<file path="config.mk">
export PLATFORM = sky130hd
export DESIGN_NAME = radix_to_ascii_digits_unit
export DESIGN_NICKNAME = d
export VERILOG_FILES = /design/src/rtl/rtd_pkg.sv /design/src/rtl/rtd_div.sv /design/src/rtl/radix_to_ascii_digits_unit.sv
export SDC_FILE = /design/constraint.sdc
export NUM_CORES = 1
export LEC_CHECK = 0
export ABC_AREA = 1
export BUFFER_PORTS_ARGS = -buffer_cell sky130_fd_sc_hd__buf_2
export CAP_MARGIN = 20
export CELL_PAD_IN_SITES_DETAIL_PLACEMENT = 0
export CELL_PAD_IN_SITES_GLOBAL_PLACEMENT = 1
export CORE_MARGIN = 2
export CORE_UTILIZATION = 30
export DETAILED_ROUTE_END_ITERATION = 16
export HOLD_SLACK_MARGIN = 0.03
export MAX_ROUTING_LAYER = met4
export PLACE_DENSITY_LB_ADDON = 0.05
export SLEW_MARGIN = 20
export SYNTH_ARGS = -nofsm -noshare
export SYNTH_HDL_FRONTEND = slang
export SYNTH_SLANG_ARGS = --single-unit
</file>
<file path="constraint.sdc">
create_clock -name clk -period 5.2 [get_ports clk]
set_input_delay 0.26 -clock clk [delete_from_list [all_inputs] [get_ports clk]]
set_output_delay 0.26 -clock clk [all_outputs]
set_load 0.05 [all_outputs]
</file>
<file path="src/rtl/rtd_pkg.sv">
// Shared constants, types and the digit-to-ASCII function of the radix to ASCII digits unit.
package rtd_pkg;

  // Sizes of the value and of the digit store.
  localparam int VALUE_BITS  = 32;
  localparam int MAX_DIGITS  = 32;
  localparam int IN_TDATA_W  = ((VALUE_BITS + 7) / 8) * 8;
  localparam int BASE_W      = 6;
  localparam int DIGIT_W     = 6;
  localparam int CHAR_W      = 7;
  localparam int OUT_TDATA_W = ((CHAR_W + 7) / 8) * 8;
  localparam int CNT_W       = $clog2(MAX_DIGITS + 1);
  localparam int BIT_CNT_W   = $clog2(VALUE_BITS);

  // Character and radix constants.
  localparam logic [CHAR_W-1:0]  CHAR_ZERO  = 7'd48;
  localparam logic [CHAR_W-1:0]  CHAR_A     = 7'd65;
  localparam logic [DIGIT_W-1:0] DIGIT_TEN  = 6'd10;
  localparam logic [BASE_W-1:0]  BASE_MIN   = 6'd2;
  localparam logic [BASE_W-1:0]  BASE_MAX   = 6'd36;
  localparam logic [BASE_W-1:0]  BASE_RESET = 6'd10;

  // Control states of the top level.
  typedef enum logic [1:0] {
    ST_IDLE,
    ST_DIVIDE,
    ST_EMIT
  } state_t;

  // Status that the serial divider reports to the sequencer.
  typedef struct packed {
    logic busy;
    logic done;
    logic quot_zero;
  } div_status_t;

  // ASCII code of one digit value: '0'..'9', then 'A'..'Z'.
  function automatic logic [CHAR_W-1:0] ascii_of(input logic [DIGIT_W-1:0] d);
    logic [CHAR_W-1:0] code;
    if (d < DIGIT_TEN) begin
      code = CHAR_ZERO + CHAR_W'(d);
    end else begin
      code = CHAR_A + CHAR_W'(d - DIGIT_TEN);
    end
    return code;
  endfunction

endpackage

</file>
<file path="src/rtl/rtd_div.sv">
// Bit-serial restoring divider that yields one digit (remainder) and the quotient.
module rtd_div (
  input  logic                             clk,
  input  logic                             rst,
  input  logic                             start,
  input  logic [rtd_pkg::VALUE_BITS-1:0]   dividend,
  input  logic [rtd_pkg::BASE_W-1:0]       divisor,
  output rtd_pkg::div_status_t             status,
  output logic [rtd_pkg::DIGIT_W-1:0]      digit,
  output logic [rtd_pkg::VALUE_BITS-1:0]   quotient
);

  logic [rtd_pkg::VALUE_BITS-1:0] quot;
  logic [rtd_pkg::DIGIT_W-1:0]    rem;
  logic [rtd_pkg::BIT_CNT_W-1:0]  bit_cnt;
  logic                           busy;
  logic                           done;

  logic [rtd_pkg::DIGIT_W:0]      trial;
  logic [rtd_pkg::DIGIT_W:0]      diff;
  logic                           ge;
  logic [rtd_pkg::DIGIT_W-1:0]    rem_next;

  // One quotient bit per cycle: bring down the next dividend bit and try a subtract.
  always_comb begin
    trial    = {rem, quot[rtd_pkg::VALUE_BITS-1]};
    diff     = trial - {1'b0, divisor};
    ge       = (trial >= {1'b0, divisor});
    rem_next = ge ? diff[rtd_pkg::DIGIT_W-1:0] : trial[rtd_pkg::DIGIT_W-1:0];
  end

  // Control: bit counter, busy flag and a one-cycle done pulse.
  always_ff @(posedge clk) begin
    if (rst) begin
      busy    <= 1'b0;
      done    <= 1'b0;
      bit_cnt <= '0;
    end else begin
      done <= 1'b0;
      if (start) begin
        busy    <= 1'b1;
        bit_cnt <= '0;
      end else if (busy) begin
        bit_cnt <= bit_cnt + 1'b1;
        if (bit_cnt == rtd_pkg::BIT_CNT_W'(rtd_pkg::VALUE_BITS - 1)) begin
          busy <= 1'b0;
          done <= 1'b1;
        end
      end
    end
  end

  // Datapath: the quotient shifts in where the dividend shifts out.
  always_ff @(posedge clk) begin
    if (start) begin
      quot <= dividend;
      rem  <= '0;
    end else if (busy) begin
      quot <= {quot[rtd_pkg::VALUE_BITS-2:0], ge};
      rem  <= rem_next;
    end
  end

  assign status.busy      = busy;
  assign status.done      = done;
  assign status.quot_zero = (quot == '0);
  assign digit            = rem;
  assign quotient         = quot;

endmodule

</file>
<file path="src/rtl/radix_to_ascii_digits_unit.sv">
// Top level of the radix to ASCII digits unit: sequencer, digit stack and output register.
//
// Each accepted value is divided repeatedly by the configured base (clamped to 2..36) in a
// bit-serial divider that works through the value bit by bit: every digit takes a shift
// for each value bit and then a done pulse that also starts the division for the next digit.
// Digits are pushed onto a shift-register stack and then popped most significant first, one
// character per cycle while the output is taken. A 32-bit value in base 10 needs at most
// ten digits; base 2 needs up to 32 digits. Zero gives the single character '0'. Only one
// value is in work at a time; the input is ready again once the last character has been
// loaded into the output register. The base must be written through base_we/base_wdata
// only while the unit is idle; the block itself does not enforce this.
module radix_to_ascii_digits_unit (
  input  logic                               clk,
  input  logic                               rst,
  // Configuration write of the base register.
  input  logic                               base_we,
  input  logic [rtd_pkg::BASE_W-1:0]         base_wdata,
  // Input stream.
  input  logic                               s_axis_tvalid,
  output logic                               s_axis_tready,
  input  logic [rtd_pkg::IN_TDATA_W-1:0]     s_axis_tdata,  // [31:0] value
  // Output stream.
  output logic                               m_axis_tvalid,
  input  logic                               m_axis_tready,
  output logic [rtd_pkg::OUT_TDATA_W-1:0]    m_axis_tdata,  // [6:0] char_code, [7] zero pad
  output logic                               m_axis_tlast   // last
);

  rtd_pkg::state_t                state;
  rtd_pkg::state_t                state_next;
  logic [rtd_pkg::BASE_W-1:0]     base;
  logic [rtd_pkg::BASE_W-1:0]     base_use;
  logic [rtd_pkg::BASE_W-1:0]     base_clamped;
  logic [rtd_pkg::DIGIT_W-1:0]    stack [rtd_pkg::MAX_DIGITS];
  logic [rtd_pkg::CNT_W-1:0]      count;
  logic [rtd_pkg::CHAR_W-1:0]     out_char;
  logic                           out_last;
  logic                           out_valid;

  logic                           in_xfer;
  logic                           div_start;
  logic                           push;
  logic                           pop;
  logic                           out_free;
  logic                           more_digits;
  logic [rtd_pkg::VALUE_BITS-1:0] dividend;
  rtd_pkg::div_status_t           div_status;
  logic [rtd_pkg::DIGIT_W-1:0]    div_digit;
  logic [rtd_pkg::VALUE_BITS-1:0] div_quot;

  // Base register and its clamped form.
  always_ff @(posedge clk) begin
    if (rst) begin
      base <= rtd_pkg::BASE_RESET;
    end else if (base_we) begin
      base <= base_wdata;
    end
  end

  always_comb begin
    priority if (base < rtd_pkg::BASE_MIN) begin
      base_clamped = rtd_pkg::BASE_MIN;
    end else if (base > rtd_pkg::BASE_MAX) begin
      base_clamped = rtd_pkg::BASE_MAX;
    end else begin
      base_clamped = base;
    end
  end

  // The base is held for the whole item.
  always_ff @(posedge clk) begin
    if (in_xfer) begin
      base_use <= base_clamped;
    end
  end

  assign in_xfer     = s_axis_tvalid && s_axis_tready;
  assign out_free    = !out_valid || m_axis_tready;
  assign more_digits = !div_status.quot_zero &&
                       (count != rtd_pkg::CNT_W'(rtd_pkg::MAX_DIGITS - 1));
  assign dividend    = (state == rtd_pkg::ST_IDLE) ?
                       s_axis_tdata[rtd_pkg::VALUE_BITS-1:0] : div_quot;

  rtd_div u_div (
    .clk      (clk),
    .rst      (rst),
    .start    (div_start),
    .dividend (dividend),
    .divisor  (base_use),
    .status   (div_status),
    .digit    (div_digit),
    .quotient (div_quot)
  );

  // Next-state logic.
  always_comb begin
    state_next = state;
    unique case (state)
      rtd_pkg::ST_IDLE: begin
        if (s_axis_tvalid) begin
          state_next = rtd_pkg::ST_DIVIDE;
        end
      end
      rtd_pkg::ST_DIVIDE: begin
        if (div_status.done && !more_digits) begin
          state_next = rtd_pkg::ST_EMIT;
        end
      end
      rtd_pkg::ST_EMIT: begin
        if (out_free && count == rtd_pkg::CNT_W'(1)) begin
          state_next = rtd_pkg::ST_IDLE;
        end
      end
      default: begin
        state_next = rtd_pkg::ST_IDLE;
      end
    endcase
  end

  // State outputs.
  always_comb begin
    s_axis_tready = 1'b0;
    div_start     = 1'b0;
    push          = 1'b0;
    pop           = 1'b0;
    unique case (state)
      rtd_pkg::ST_IDLE: begin
        s_axis_tready = 1'b1;
        div_start     = s_axis_tvalid;
      end
      rtd_pkg::ST_DIVIDE: begin
        push      = div_status.done;
        div_start = div_status.done && more_digits;
      end
      rtd_pkg::ST_EMIT: begin
        pop = out_free && (count != '0);
      end
      default: begin
        s_axis_tready = 1'b0;
      end
    endcase
  end

  always_ff @(posedge clk) begin
    if (rst) begin
      state <= rtd_pkg::ST_IDLE;
    end else begin
      state <= state_next;
    end
  end

  // Fill count of the digit stack.
  always_ff @(posedge clk) begin
    if (rst) begin
      count <= '0;
    end else if (push) begin
      count <= count + 1'b1;
    end else if (pop) begin
      count <= count - 1'b1;
    end
  end

  // Digit stack: a push shifts every entry up, a pop shifts every entry down.
  always_ff @(posedge clk) begin
    if (push) begin
      stack[0] <= div_digit;
      for (int i = 1; i < rtd_pkg::MAX_DIGITS; i++) begin
        stack[i] <= stack[i-1];
      end
    end else if (pop) begin
      for (int i = 0; i < rtd_pkg::MAX_DIGITS - 1; i++) begin
        stack[i] <= stack[i+1];
      end
    end
  end

  // Output register: loaded from the top of the stack, cleared once the transfer completes.
  always_ff @(posedge clk) begin
    if (rst) begin
      out_valid <= 1'b0;
    end else if (pop) begin
      out_valid <= 1'b1;
    end else if (m_axis_tready) begin
      out_valid <= 1'b0;
    end
  end

  always_ff @(posedge clk) begin
    if (pop) begin
      out_char <= rtd_pkg::ascii_of(stack[0]);
      out_last <= (count == rtd_pkg::CNT_W'(1));
    end
  end

  assign m_axis_tvalid = out_valid;
  assign m_axis_tdata  = {{(rtd_pkg::OUT_TDATA_W - rtd_pkg::CHAR_W){1'b0}}, out_char};
  assign m_axis_tlast  = out_last;

endmodule

</file>
==> impl_metrics.tcl <==
set metrics [dict create \
    seq_area_sq_um 7710 \
    synth.net_count 1247 \
    cts_buffers 35 \
    start_kind "flip-flop" \
    fp-row-count 72 \
    cp_common_cell "nand2_1" \
    min_period_ns 3.20 \
    grt_pass1_wl_mm 42.1 \
    numPortBuffers 52 \
    drt_iter0_markers 450 \
    cts_tree "built" \
    endpoint_kind "flip-flop" \
    n_fill_cell 3994 \
    report.final.slew_viol_count 0 \
    rsz0062_at_grt "false" \
    vdd_drop_max_mv 0.176 \
    fin_crit_sh_pct 61.6 \
    initial_core_util_pct 30.5 \
    core-area_sq_um 38900 \
    ctsResizeCount 0 \
    critPathSlowestCell "nand2_1" \
    vias_per_cell 4.46 \
    async_reset_ff_share_pct 0 \
    yosysSeqAreaShare_pct 64.8 \
    crit_chain "nor2_4 > nand2_4 > inv_4 > nand3_4 > nand2_1 > buf_4 > nand2_1 > nand2_1" \
    required_ns 5.60 \
    hp-class "in -> reg" \
    max_stage_delay_ns 0.94 \
    fmax_mhz 312 \
    worstPathArrival_ns 3.60 \
    routed_wl_mm 24.8 \
    slew_headroom_pct 31.3 \
    synth_area_leaders "edfxtp_1 (60%), nand2_1 (13%), o21ai_0 (6.8%), dfxtp_1 (4.7%), inv_1 (3.8%)" \
    io-pin-count 54 \
    antenna_cells 0 \
    antenna_found_initial 0 \
    multi_input_area_sq_um 3460 \
    grt_overflow 0 \
    design.die.area_sq_um 41200 \
    grt_start_max_net_pins 109 \
    cap_violations 0 \
    status "complete, no violations" \
    power.density_nw_per_um2 366 \
    fin_ws_ns 2.00 \
    synth_area_sq_um 11900 \
    worst_skew_pair.late_latency_ns 0.53 \
    yosys-top-cells-count "nand2_1 (398), edfxtp_1 (238), o21ai_0 (162)" \
    cts_setup_buffers 0 \
    yosysWarnings 0 \
    path_max_fanout 77 \
    hold_viol 0 \
    yosys_most_used_dff "edfxtp_1" \
    ctsLongestPathBuffers 3 \
    leakage_nw 5.68 \
    grt_pass1_vias 8287 \
    root_buffer "clkbuf_16" \
    synth_top_area_share_pct 60.1 \
    nNetsFinal 1332 \
    area_growth_pct 18.6 \
    dp_slack_ns 1.83 \
    worst_pin_slew_ns 1.03 \
    drc 0 \
    wl_per_cell_um 13.7 \
    setup_viol 0 \
    first_pass_iters 5 \
    numClockSinks 266 \
    gp_congestion 0.707 \
    die_y_um 203 \
    synth_most_common_cell "nand2_1" \
    drtAntennaViolNets 0 \
    grt_use_total_pct 12.9 \
    fin_tns_setup_ns 0 \
    h-tree-depth 2 \
    yosys_register_bits 266 \
    clk_pin_slew_ns 0.06 \
    cp_top_family "simple AND/OR/NAND/NOR gates" \
    via_count 8108 \
    synth_edf_count 238 \
    dieWidth_um 203 \
    clock_skew_ns 0.0199 \
    dp_hpwl_mm 14.4 \
    drive_gt1_share_pct 9.01 \
    syn_avg_cell_area_sq_um 10.0 \
    worst-setup-path-type "reg -> reg" \
    synth_top_area_cell "edfxtp_1" \
    synth.distinct_cells 37 \
    cts_hold_buf 42 \
    cp.buffers_inverters 2 \
    synth_cells 1188 \
]
==> cell type report <==
class / instances / area share (%)
clock buffers: 46 / 6.80
clock inverters: 17 / 0.852
inverters: 122 / 3.27
multi-input cells: 746 / 24.6
flip-flops and latches: 266 / 54.7
well taps: 518 / 4.60
repair buffers: 102 / 5.25
==> where the power goes <==
group | total (mW) | switching (mW) | internal, mW
sequential | 2.45 | 0.0562 | 2.39
combinational | 0.428 | 0.251 | 0.177
clock | 2.28 | 0.935 | 1.35
==> logic make-up (layout without fill, tap and decap cells) <==
| kind of cell | after synthesis | in the layout | share of synthesized area [%] |
|---|---|---|---|
| simple gates | 516 | 516 | 17.7 |
| xor+xnor | 9 | 9 | 0.663 |
| mux | 2 | 2 | 0.168 |
| fa+ha+maj | 16 | 16 | 1.75 |
| compound gates | 202 | 202 | 8.67 |
| flops | 266 | 266 | 64.8 |
| buf+inv | 176 | 287 | 6.23 |
| other cells | 1 | 1 | 0.0315 |
==> placed cells by master, fill, tap and decap left out, types with 2 or more instances in the layout <==
cell type / count
ha_1: 15
dfxtp_1: 28
xnor2_1: 4
a21boi_0: 2
mux2i_1: 2
buf_2: 52
inv_6: 2
clkbuf_8: 2
a31oi_1: 2
nand4_1: 6
o21ai_1: 9
clkinv_2: 3
edfxtp_1: 238
clkbuf_16: 36
nand3_1: 54
a21oi_1: 23
nor2_1: 41
xor2_1: 5
clkinv_1: 10
o21ai_0: 162
nand3b_1: 7
clkbuf_1: 8
nand2_1: 398
inv_1: 119
dlygate4sd3_1: 42
and3_1: 2
buf_4: 8
nand2_4: 2
==> stage by stage <==
step                      area, sq um  power [mW]  std cells  hold slack (ns)  util, %
final                           14100        5.16       1817           0.0579     36.2
after global placement          12600        2.91       1712            0.437     32.4
after CTS                       14100        5.27       1817           0.0363     36.2
after detailed placement        12600        2.90       1712            0.442     32.4
after floorplan                 11900        2.78       1188            0.329        -
after global routing            14100        5.39       1817           0.0699     36.2
==> per-layer routing <==
metal / global-route usage, % / vias to the layer above / part of all wire [%]
met5: - / - / 0
met4: 5.01 / 0 / 2.7
met3: 2.33 / 47 / 2.9
met2: 19.2 / 85 / 44
met1: 17.5 / 3822 / 51
li1: - / 4154 / -
==> sequential cells by signal, indices dropped and copies added, names as in the netlist, 2 cells and up <==
signal / flops
u_div.bit_cnt: 5
base_use: 6
u_div.quotient: 32
count: 6
out_char: 7
stack: 192
state: 2
u_div.digit: 6
base: 6
==> path summary, 6_finish.rpt <==
kind	slack (ns)	start	depth (start not counted)	end
worst min-delay path	0.06	base_wdata[5]	3	base[5]
worst min register to register	0.46	stack[0][181]	0	stack[0][187]
worst max register to register	2.00	state[1]	8	u_div.quotient[8]
worst max-delay path	2.00	state[1]	8	u_div.quotient[8]
==> worst register-to-register path: cells and delay by family, from the launching register on <==
family	cells	cell delay [ns]
simple gates	6	1.83
buf+inv	2	0.90
flops	1	0.35
(Power assumes the default switching activity.)
